File: src/hw/rtl/wmfac_pkg.sv
// Shared types, constants and CRC/length helpers for the wireless M-Bus format A frame checker.
package wmfac_pkg;

	localparam int HEADER_BLOCK_BYTES = 12;
	localparam int DATA_BLOCK_BYTES   = 18;
	localparam int LEN_MIN            = 9;
	localparam int LEN_MAX            = 55;
	localparam int EXP_LEN_W          = 9;
	localparam int FRAME_LEN_W        = 7;
	localparam int BLK_POS_W          = 5;

	localparam logic [15:0] CRC_POLY = 16'h3D65;

	typedef enum logic [2:0] {
		ERR_NONE     = 3'd0,
		ERR_SHORT    = 3'd1,
		ERR_LONG     = 3'd2,
		ERR_HDR_CRC  = 3'd3,
		ERR_LEN_OVER = 3'd4,
		ERR_LEN_MIN  = 3'd5,
		ERR_LEN_MAX  = 3'd6,
		ERR_BLK_CRC  = 3'd7
	} err_code_t;

	typedef struct packed {
		logic                   ok;
		logic [FRAME_LEN_W-1:0] length;
		err_code_t              err;
	} verdict_t;

	// One byte through the CRC-16, high bit first.
	function automatic logic [15:0] crc_feed(input logic [15:0] crc, input logic [7:0] b);
		logic [15:0] c;
		c = crc ^ {b, 8'h00};
		for (int k = 0; k < 8; k++) begin
			if (c[15]) begin
				c = {c[14:0], 1'b0} ^ CRC_POLY;
			end else begin
				c = {c[14:0], 1'b0};
			end
		end
		return c;
	endfunction

	// Frame length from the L field: L + 3 + 2 * ceil((L - 9) / 16).
	function automatic logic [EXP_LEN_W-1:0] length_from_l(input logic [7:0] l);
		logic [EXP_LEN_W-1:0] sum;
		logic [EXP_LEN_W-1:0] extra;
		sum   = {1'b0, l} + EXP_LEN_W'(6);
		extra = '0;
		if (l > 8'(LEN_MIN)) begin
			extra = sum >> 4;
		end
		return {1'b0, l} + EXP_LEN_W'(3) + {extra[EXP_LEN_W-2:0], 1'b0};
	endfunction

endpackage

File: src/hw/rtl/wmfac_track.sv
// Frame tracking state: block CRCs, byte count, expected length and end-of-frame verdict.
module wmfac_track
	import wmfac_pkg::*;
#(
	parameter int MAX_RECEIVED_BYTES = 64
) (
	input  logic       clk,
	input  logic       arst_n,
	input  logic       step,
	input  logic [7:0] data_byte,
	input  logic       frame_end,
	output verdict_t   verdict
);

	localparam int CNT_W = $clog2(MAX_RECEIVED_BYTES + 2);

	logic [15:0]          crc_q, crc_nxt;
	logic [CNT_W-1:0]     count_q, count_nxt;
	logic [BLK_POS_W-1:0] pos_q, pos_nxt;
	logic [EXP_LEN_W-1:0] exp_q, exp_nxt;
	logic                 hdr_bad_q, hdr_bad_nxt;
	logic                 blk_bad_q, blk_bad_nxt;
	logic                 hi_match_q, hi_match_nxt;

	logic [15:0]          crc_inv;
	logic [CNT_W-1:0]     blk_start;
	logic [EXP_LEN_W-1:0] blk_rest;
	logic [BLK_POS_W-1:0] blk_len;
	logic [BLK_POS_W:0]   pos_plus2;
	logic                 low_bad;

	assign crc_inv = ~crc_q;
	assign low_bad = !(hi_match_q && (crc_inv[7:0] == data_byte));

	always_comb begin
		crc_nxt      = crc_q;
		pos_nxt      = pos_q;
		exp_nxt      = exp_q;
		hdr_bad_nxt  = hdr_bad_q;
		blk_bad_nxt  = blk_bad_q;
		hi_match_nxt = hi_match_q;
		blk_start    = count_q - CNT_W'(pos_q);
		blk_rest     = '0;
		blk_len      = '0;
		pos_plus2    = {1'b0, pos_q} + (BLK_POS_W+1)'(2);

		if (count_q < CNT_W'(MAX_RECEIVED_BYTES)) begin
			if (count_q == '0) begin
				exp_nxt = length_from_l(data_byte);
			end
			blk_rest = exp_nxt - EXP_LEN_W'(blk_start);
			blk_len  = (blk_rest > EXP_LEN_W'(DATA_BLOCK_BYTES)) ?
				BLK_POS_W'(DATA_BLOCK_BYTES) : blk_rest[BLK_POS_W-1:0];

			if (count_q < CNT_W'(HEADER_BLOCK_BYTES - 2)) begin
				crc_nxt = crc_feed(crc_q, data_byte);
			end else if (count_q == CNT_W'(HEADER_BLOCK_BYTES - 2)) begin
				hi_match_nxt = (crc_inv[15:8] == data_byte);
			end else if (count_q == CNT_W'(HEADER_BLOCK_BYTES - 1)) begin
				hdr_bad_nxt = low_bad;
				crc_nxt     = '0;
				pos_nxt     = '0;
			end else if (EXP_LEN_W'(count_q) < exp_nxt) begin
				if (pos_plus2 < {1'b0, blk_len}) begin
					crc_nxt = crc_feed(crc_q, data_byte);
					pos_nxt = pos_q + BLK_POS_W'(1);
				end else if (pos_plus2 == {1'b0, blk_len}) begin
					hi_match_nxt = (crc_inv[15:8] == data_byte);
					pos_nxt      = pos_q + BLK_POS_W'(1);
				end else begin
					// closing CRC byte of a data block
					if (low_bad) begin
						blk_bad_nxt = 1'b1;
					end
					crc_nxt = '0;
					pos_nxt = '0;
				end
			end
		end

		count_nxt = count_q;
		if (count_q < CNT_W'(MAX_RECEIVED_BYTES + 1)) begin
			count_nxt = count_q + CNT_W'(1);
		end
	end

	// Verdict in check order; first failure wins.
	always_comb begin
		verdict.err = ERR_NONE;
		if (count_nxt < CNT_W'(HEADER_BLOCK_BYTES)) begin
			verdict.err = ERR_SHORT;
		end else if (count_nxt > CNT_W'(MAX_RECEIVED_BYTES)) begin
			verdict.err = ERR_LONG;
		end else if (hdr_bad_nxt) begin
			verdict.err = ERR_HDR_CRC;
		end else if (exp_nxt > EXP_LEN_W'(count_nxt)) begin
			verdict.err = ERR_LEN_OVER;
		end else if (exp_nxt < EXP_LEN_W'(LEN_MIN)) begin
			verdict.err = ERR_LEN_MIN;
		end else if (exp_nxt > EXP_LEN_W'(LEN_MAX)) begin
			verdict.err = ERR_LEN_MAX;
		end else if (blk_bad_nxt) begin
			verdict.err = ERR_BLK_CRC;
		end
		verdict.ok     = (verdict.err == ERR_NONE);
		verdict.length = '0;
		if (verdict.ok) begin
			verdict.length = (exp_nxt < EXP_LEN_W'(HEADER_BLOCK_BYTES)) ?
				FRAME_LEN_W'(HEADER_BLOCK_BYTES) : exp_nxt[FRAME_LEN_W-1:0];
		end
	end

	always_ff @(posedge clk or negedge arst_n) begin
		if (!arst_n) begin
			crc_q      <= '0;
			count_q    <= '0;
			pos_q      <= '0;
			exp_q      <= '0;
			hdr_bad_q  <= 1'b0;
			blk_bad_q  <= 1'b0;
			hi_match_q <= 1'b0;
		end else if (step) begin
			if (frame_end) begin
				crc_q      <= '0;
				count_q    <= '0;
				pos_q      <= '0;
				exp_q      <= '0;
				hdr_bad_q  <= 1'b0;
				blk_bad_q  <= 1'b0;
				hi_match_q <= 1'b0;
			end else begin
				crc_q      <= crc_nxt;
				count_q    <= count_nxt;
				pos_q      <= pos_nxt;
				exp_q      <= exp_nxt;
				hdr_bad_q  <= hdr_bad_nxt;
				blk_bad_q  <= blk_bad_nxt;
				hi_match_q <= hi_match_nxt;
			end
		end
	end

`ifndef ASSERT_OFF
	a_end_clears: assert property (@(posedge clk) disable iff (!arst_n)
		step && frame_end |=> count_q == '0 && crc_q == '0)
		else $error("tracking state not cleared after frame end");
	a_count_sat: assert property (@(posedge clk) disable iff (!arst_n)
		count_q <= CNT_W'(MAX_RECEIVED_BYTES + 1))
		else $error("byte count past saturation");
	a_pos_range: assert property (@(posedge clk) disable iff (!arst_n)
		pos_q < BLK_POS_W'(DATA_BLOCK_BYTES))
		else $error("block position beyond data block");
`endif

endmodule

File: config.mk
export PLATFORM = sky130hd
export DESIGN_NAME = wmfac_track
export DESIGN_NICKNAME = d
export VERILOG_FILES = /design/src/hw/rtl/wmfac_pkg.sv /design/src/hw/rtl/wmfac_track.sv
export SDC_FILE = /design/constraint.sdc
export NUM_CORES = 1
export LEC_CHECK = 0
export BUFFER_PORTS_ARGS = -buffer_cell sky130_fd_sc_hd__clkbuf_2
export CORE_ASPECT_RATIO = 1.5
export CORE_UTILIZATION = 63
export CTS_BUF_LIST = sky130_fd_sc_hd__clkbuf_16
export DETAILED_ROUTE_END_ITERATION = 12
export GPL_ROUTABILITY_DRIVEN = 0
export PLACE_DENSITY = 0.88
export RECOVER_POWER = 100
export SLEW_MARGIN = 40
export SYNTH_ARGS = -nofsm -noshare
export SYNTH_HDL_FRONTEND = slang
export SYNTH_SLANG_ARGS = --single-unit
File: constraint.sdc
create_clock -name clk -period 11.7 [get_ports clk]
set_clock_uncertainty 0.1 [all_clocks]
set_input_delay 2.34 -clock clk [delete_from_list [all_inputs] [get_ports clk]]
set_output_delay 2.34 -clock clk [all_outputs]
set_load 0.01 [all_outputs]
# Yosys cells after proc, flatten, opt, wreduce, memory -nomap -nowiden
# Index checks and enable logic that the tools add are counted.
# Widths: inputs -> output; s select.
[classes]
add_sub_neg = 8
n_lt_le_gt_ge = 13
eq_ne = 11
muxes = 128
n_bitwise = 17
reduce_logical = 12
[ops]
columns = ["op", "n"]
rows = [
  ["$mux 16", 64],
  ["$mux 14", 15],
  ["$not 9->9", 15],
  ["$mux 5", 10],
  ["$mux 9", 4],
  ["$mux 7", 4],
  ["$mux 1", 22],
  ["$mux 3", 7],
  ["$lt 9x4->1 const B", 2],
  ["$eq 8x8->1", 2],
  ["$mux 8", 2],
  ["$not 16->16", 1],
  ["$xor 16x16->16", 1],
  ["$eq 7x4->1 const B", 2],
  ["$lt 7x4->1 const B", 2],
  ["$lt 7x7->1 const B", 2],
  ["$reduce_and 5->1", 2],
  ["$add 8x2->9 const B", 1],
  ["$add 8x3->9 const B", 1],
  ["$add 9x9->9", 1],
  ["$gt 9x5->1 const B", 1],
  ["$gt 9x6->1 const B", 1],
  ["$gt 9x7->1", 1],
  ["$lt 7x9->1", 1],
  ["20 further kinds", 25],
]
[word_totals]
regBits = 40
in_bits = 12
word_cells = 196

# Longest topological paths before layout
[depth]
word_depth = 74
ltp_mapped = 27
mapped_depth_nobuf = 26

# Least setup slack after synthesis
# Ideal clock, no wire load.
[synth_path]
kind = "input-to-output"
startpoint = "input data_byte[1]"
endpoint = "output verdict[3] (netlist bit)"
t_arrival_ps = 7545
slack_ps = 1715
cell_stages = 25
n_path_buf = 0
path_cell_list = "o21a_1 xnor2_1 ha_1 inv_1 ha_1 fa_1 a21oi_1 inv_1 ha_1 nor2b_1 o21ai_0 nand2b_1 and2_1 or3_1 a211o_1 a211o_1 ha_1 and3_1 o211ai_1 nand4b_1 or2b_2 and4b_2 a2111oi_4 o221ai_2 nor3_1"
[synth_lines]
columns = ["element", "line_no", "text"]
rows = [
  ["from (decl)", "wmfac_track.sv:10", "input logic [7:0] data_byte,"],
  ["to (decl)", "wmfac_track.sv:12", "output verdict_t verdict"],
]

==> results.md <==
- Grt total ovfl: 0
- Mapped Cells: 521
- RSZ-0062 raised after global routing: false
- Max Clk Rate: 0.0904 GHz
- Final Instance Area: 0.00480 mm2
- First-pass GRT wire length: 19500 um
- Largest family of logic cells by synthesized area: compound AO/OA/AOI/OAI gates
- Final Hold Violating Endpoints: 0
- Total of max-cap violations: 2
- Hold endpoint: hi_match_q
- Xor/xnor share of the synthesized area: 0.147
- Final setup violation count: 0
- Post-synth cell types: 81
- Multi-input gate area: 0.00325 mm2
- Total GRT Usage: 0.333
- Worst slew margin: -0.519
- Postcts setup bufs: 0
- Nature of the critical path endpoint: output port
- Share of cells above drive strength 1: 0.115
- Vias in the first global route: 4237
- Worst setup path category: in2out
- Maximum vdd drop: 0.180 mV
- Reg-to-reg slack, setup: 4430 ps
- I/O Pins: 23
- Seq/Total Area, Yosys: 0.219
- Synth top area share: 0.219
- Hold Path Stages: 1
- CTS root buf: clkbuf_16
- Hold crit path type: reg2reg
- Num CTS Buffers: 5
- Post-Route WL: 11900 um
- Min-delay src: hi_match_q
- Reg area: 0.00100 mm2
- Slowest cell on crit path: fa_1
- Hold Buf Count CTS: 0
- Die Height: 106 um
- CP bufs+invs: 4
- Avg Vias per Cell: 6.68
- CORE AREA: 0.00694 mm2
- Top FF cell, synth: dfrtp_1
- Power Density: 296 mW/mm2
- Max-slew violations: 58
- Yosys top cell by area: dfrtp_1
- Tcrit/Tclk final: 0.945
- Antenna Nets Post-Route: 0
- TritonCTS clock tree: built
- Cell area after placement: 0.00467 mm2
- Clock Tree Buf Depth: 2
- Worst EP required: 9260 ps
- Post-Route Utilization: 0.691
- Leak pwr: 0.00212 uW
- Synth Area in Simple Gates: 0.161
- Mapped cell area: 0.00457 mm2
- Layout net count: 588
- Reg clk slew, reported paths: 60 ps
- Yosys warns: 0
- Diodes inserted: 0
- Setup TNS: 0 ps
- Min cycle time layout: 11060 ps
- Starting Density: 0.659
- CP most frequent cell: ha_1
- FF-to-FF End: crc_q[15]
- Die footprint: 0.00761 mm2
- Asr flop ratio synth: 1.00
- Hold_ws: 435 ps
- Residual DRC: 0
- Compound-Gate Fraction of Synth Area: 0.229
- Worst reg2reg path depth: 22
- Row cnt: 37
- Area contributors post-synth: dfrtp_1 (22%), ha_1 (12%), xnor2_1 (10%), inv_1 (4.0%), mux2_2 (3.2%)
- Die Wd: 71.6 um
- Synth Area in Adders: 0.131
- DP HPWL: 9140 um
- Synthesized flop and latch total: 40
- Biggest cell delay along the critical path: 490 ps
- Antenna violations before repair: 0
- CP startpoint kind: input port
- Sink Count: 40
- Avg Inst Size Synth: 8.78 um2
- Slew @ Worst Pin: 2280 ps
- Post-CTS Resized: 0
- Mux share of post-synthesis cell area: 0.0460
- Pin count of the biggest net entering global routing: 41
- Clock latency on the worst-skew pair: 290 ps
- WL/cell: 19.5 um
- Reg2Reg Launch Point: count_q[1]
- Failing checks: max-capacitance violations, max-slew violations
- Crit-path max FO: 7
- Worst Path Arrival: 8620 ps
- H-Tree Level Count: 2
- DR iter-0 viols: 209
- Vias: 4070
- EDFF count, synth: 0
- Status: finished, violations left
- Top delay family on crit path: compound AO/OA/AOI/OAI gates
- Layout area overhead: 4.84%
- Fillers: 552
- Synth Net Count: 579
- First-pass iteration count of the detailed router: 7
- Port bufs: 21
-- how the worst max path moves through the flow --
| stage | start | end | slack (ps) | cells after the start |
|---|---|---|---|---|
| final | data_byte[1] | verdict[4] | 640 | 26 |
| after global routing | data_byte[1] | verdict[4] | 310 | 27 |
| after CTS | data_byte[1] | verdict[4] | 870 | 26 |
| after detailed placement | data_byte[1] | verdict[4] | 890 | 26 |
| after global placement | data_byte[1] | verdict[3] | 1160 | 27 |
| after floorplan | data_byte[1] | verdict[3] | 1720 | 25 |
-- report_power, final --
group | switching (uW) | leakage, uW | total, uW | internal [uW]
registers | 34.0 | 0.000533 | 208 | 174
logic | 569 | 0.00150 | 1050 | 484
clock network | 58.6 | 0.0000814 | 159 | 100
-- kinds of logic after synthesis --
family,Yosys count
AO/OA/AOI/OAI,144
AND/OR/NAND/NOR,132
XOR/XNOR,70
buffers and inverters,69
adder cells (fa/ha/maj),46
flip-flops,40
multiplexers,19
other,1
-- cell type report --
type,count,area share
Multi-Input combinational cell,412,0.677
Sequential cell,40,0.209
Inverter,49,0.0384
Clock buffer,5,0.0261
Timing Repair Buffer,22,0.0203
Tap cell,78,0.0203
Clock inverter,3,0.00887
-- stage by stage --
step / instances / worst slack [ps] / power (uW)
2_1_floorplan: 521 / 1720 / 1050
3_3_place_gp: 601 / 1160 / 1200
3_5_place_dp: 601 / 887 / 1240
4_1_cts: 609 / 873 / 1410
5_1_grt: 609 / 306 / 1530
6_report: 609 / 641 / 1420
-- state kept, by name, summed over array words and instances (netlist names) --
name	cells
blk_bad_q	1
count_q	7
crc_q	16
exp_q	9
hdr_bad_q	1
hi_match_q	1
pos_q	5
-- cell usage after synthesis (all sizes together) (11+ instances only) --
master	count
dfrtp	40
xnor2	55
nor2b	11
o21ai	28
ha	43
xor2	13
inv	49
a21oi	28
o22ai	16
nand2	16
nor2	38
mux2	16
buf	12
-- routing by layer --
layer  routed length [um]  global-route usage
met1                 4410               0.339
met2                 6150               0.588
met3                  545              0.0626
met4                  745               0.254
met5                    0                   0
-- layout by cell type (no fill, tap or decap), types with 6 or more instances in the layout --
cell type / synthesis / routed
xnor2_1: 52 / 52
inv_1: 49 / 49
ha_1: 43 / 43
dfrtp_1: 40 / 40
nor2_1: 37 / 37
a21oi_1: 27 / 28
o21ai_0: 24 / 25
o22ai_1: 16 / 16
nand2_1: 15 / 15
mux2_2: 13 / 13
xor2_1: 12 / 12
clkbuf_1: 8 / 12
nor2b_1: 11 / 11
nand3_1: 10 / 10
clkbuf_2: 0 / 9
nor3_1: 8 / 8
a211oi_1: 8 / 8
nand2b_1: 8 / 8
and3_1: 6 / 6
nand4_1: 6 / 6
-- worst register-to-register path, stage by stage, from the launching register on --
cell      delay (ps)
dfrtp_1          550
inv_1            210
ha_1             210
or3b_4           450
nor2_2           350
nor2_1            90
a21oi_1          410
inv_1            100
ha_1             340
o21ai_0          110
a21boi_0         250
o21ai_0          160
or3_1            380
a211o_1          370
a21oi_1          270
ha_1             310
and3_1           200
o211ai_1          90
nand4b_1         160
or2b_2           210
o221ai_1         110
a21oi_1         1270
mux2_2           450
Note: power is estimated with default switching activity, not from simulation.
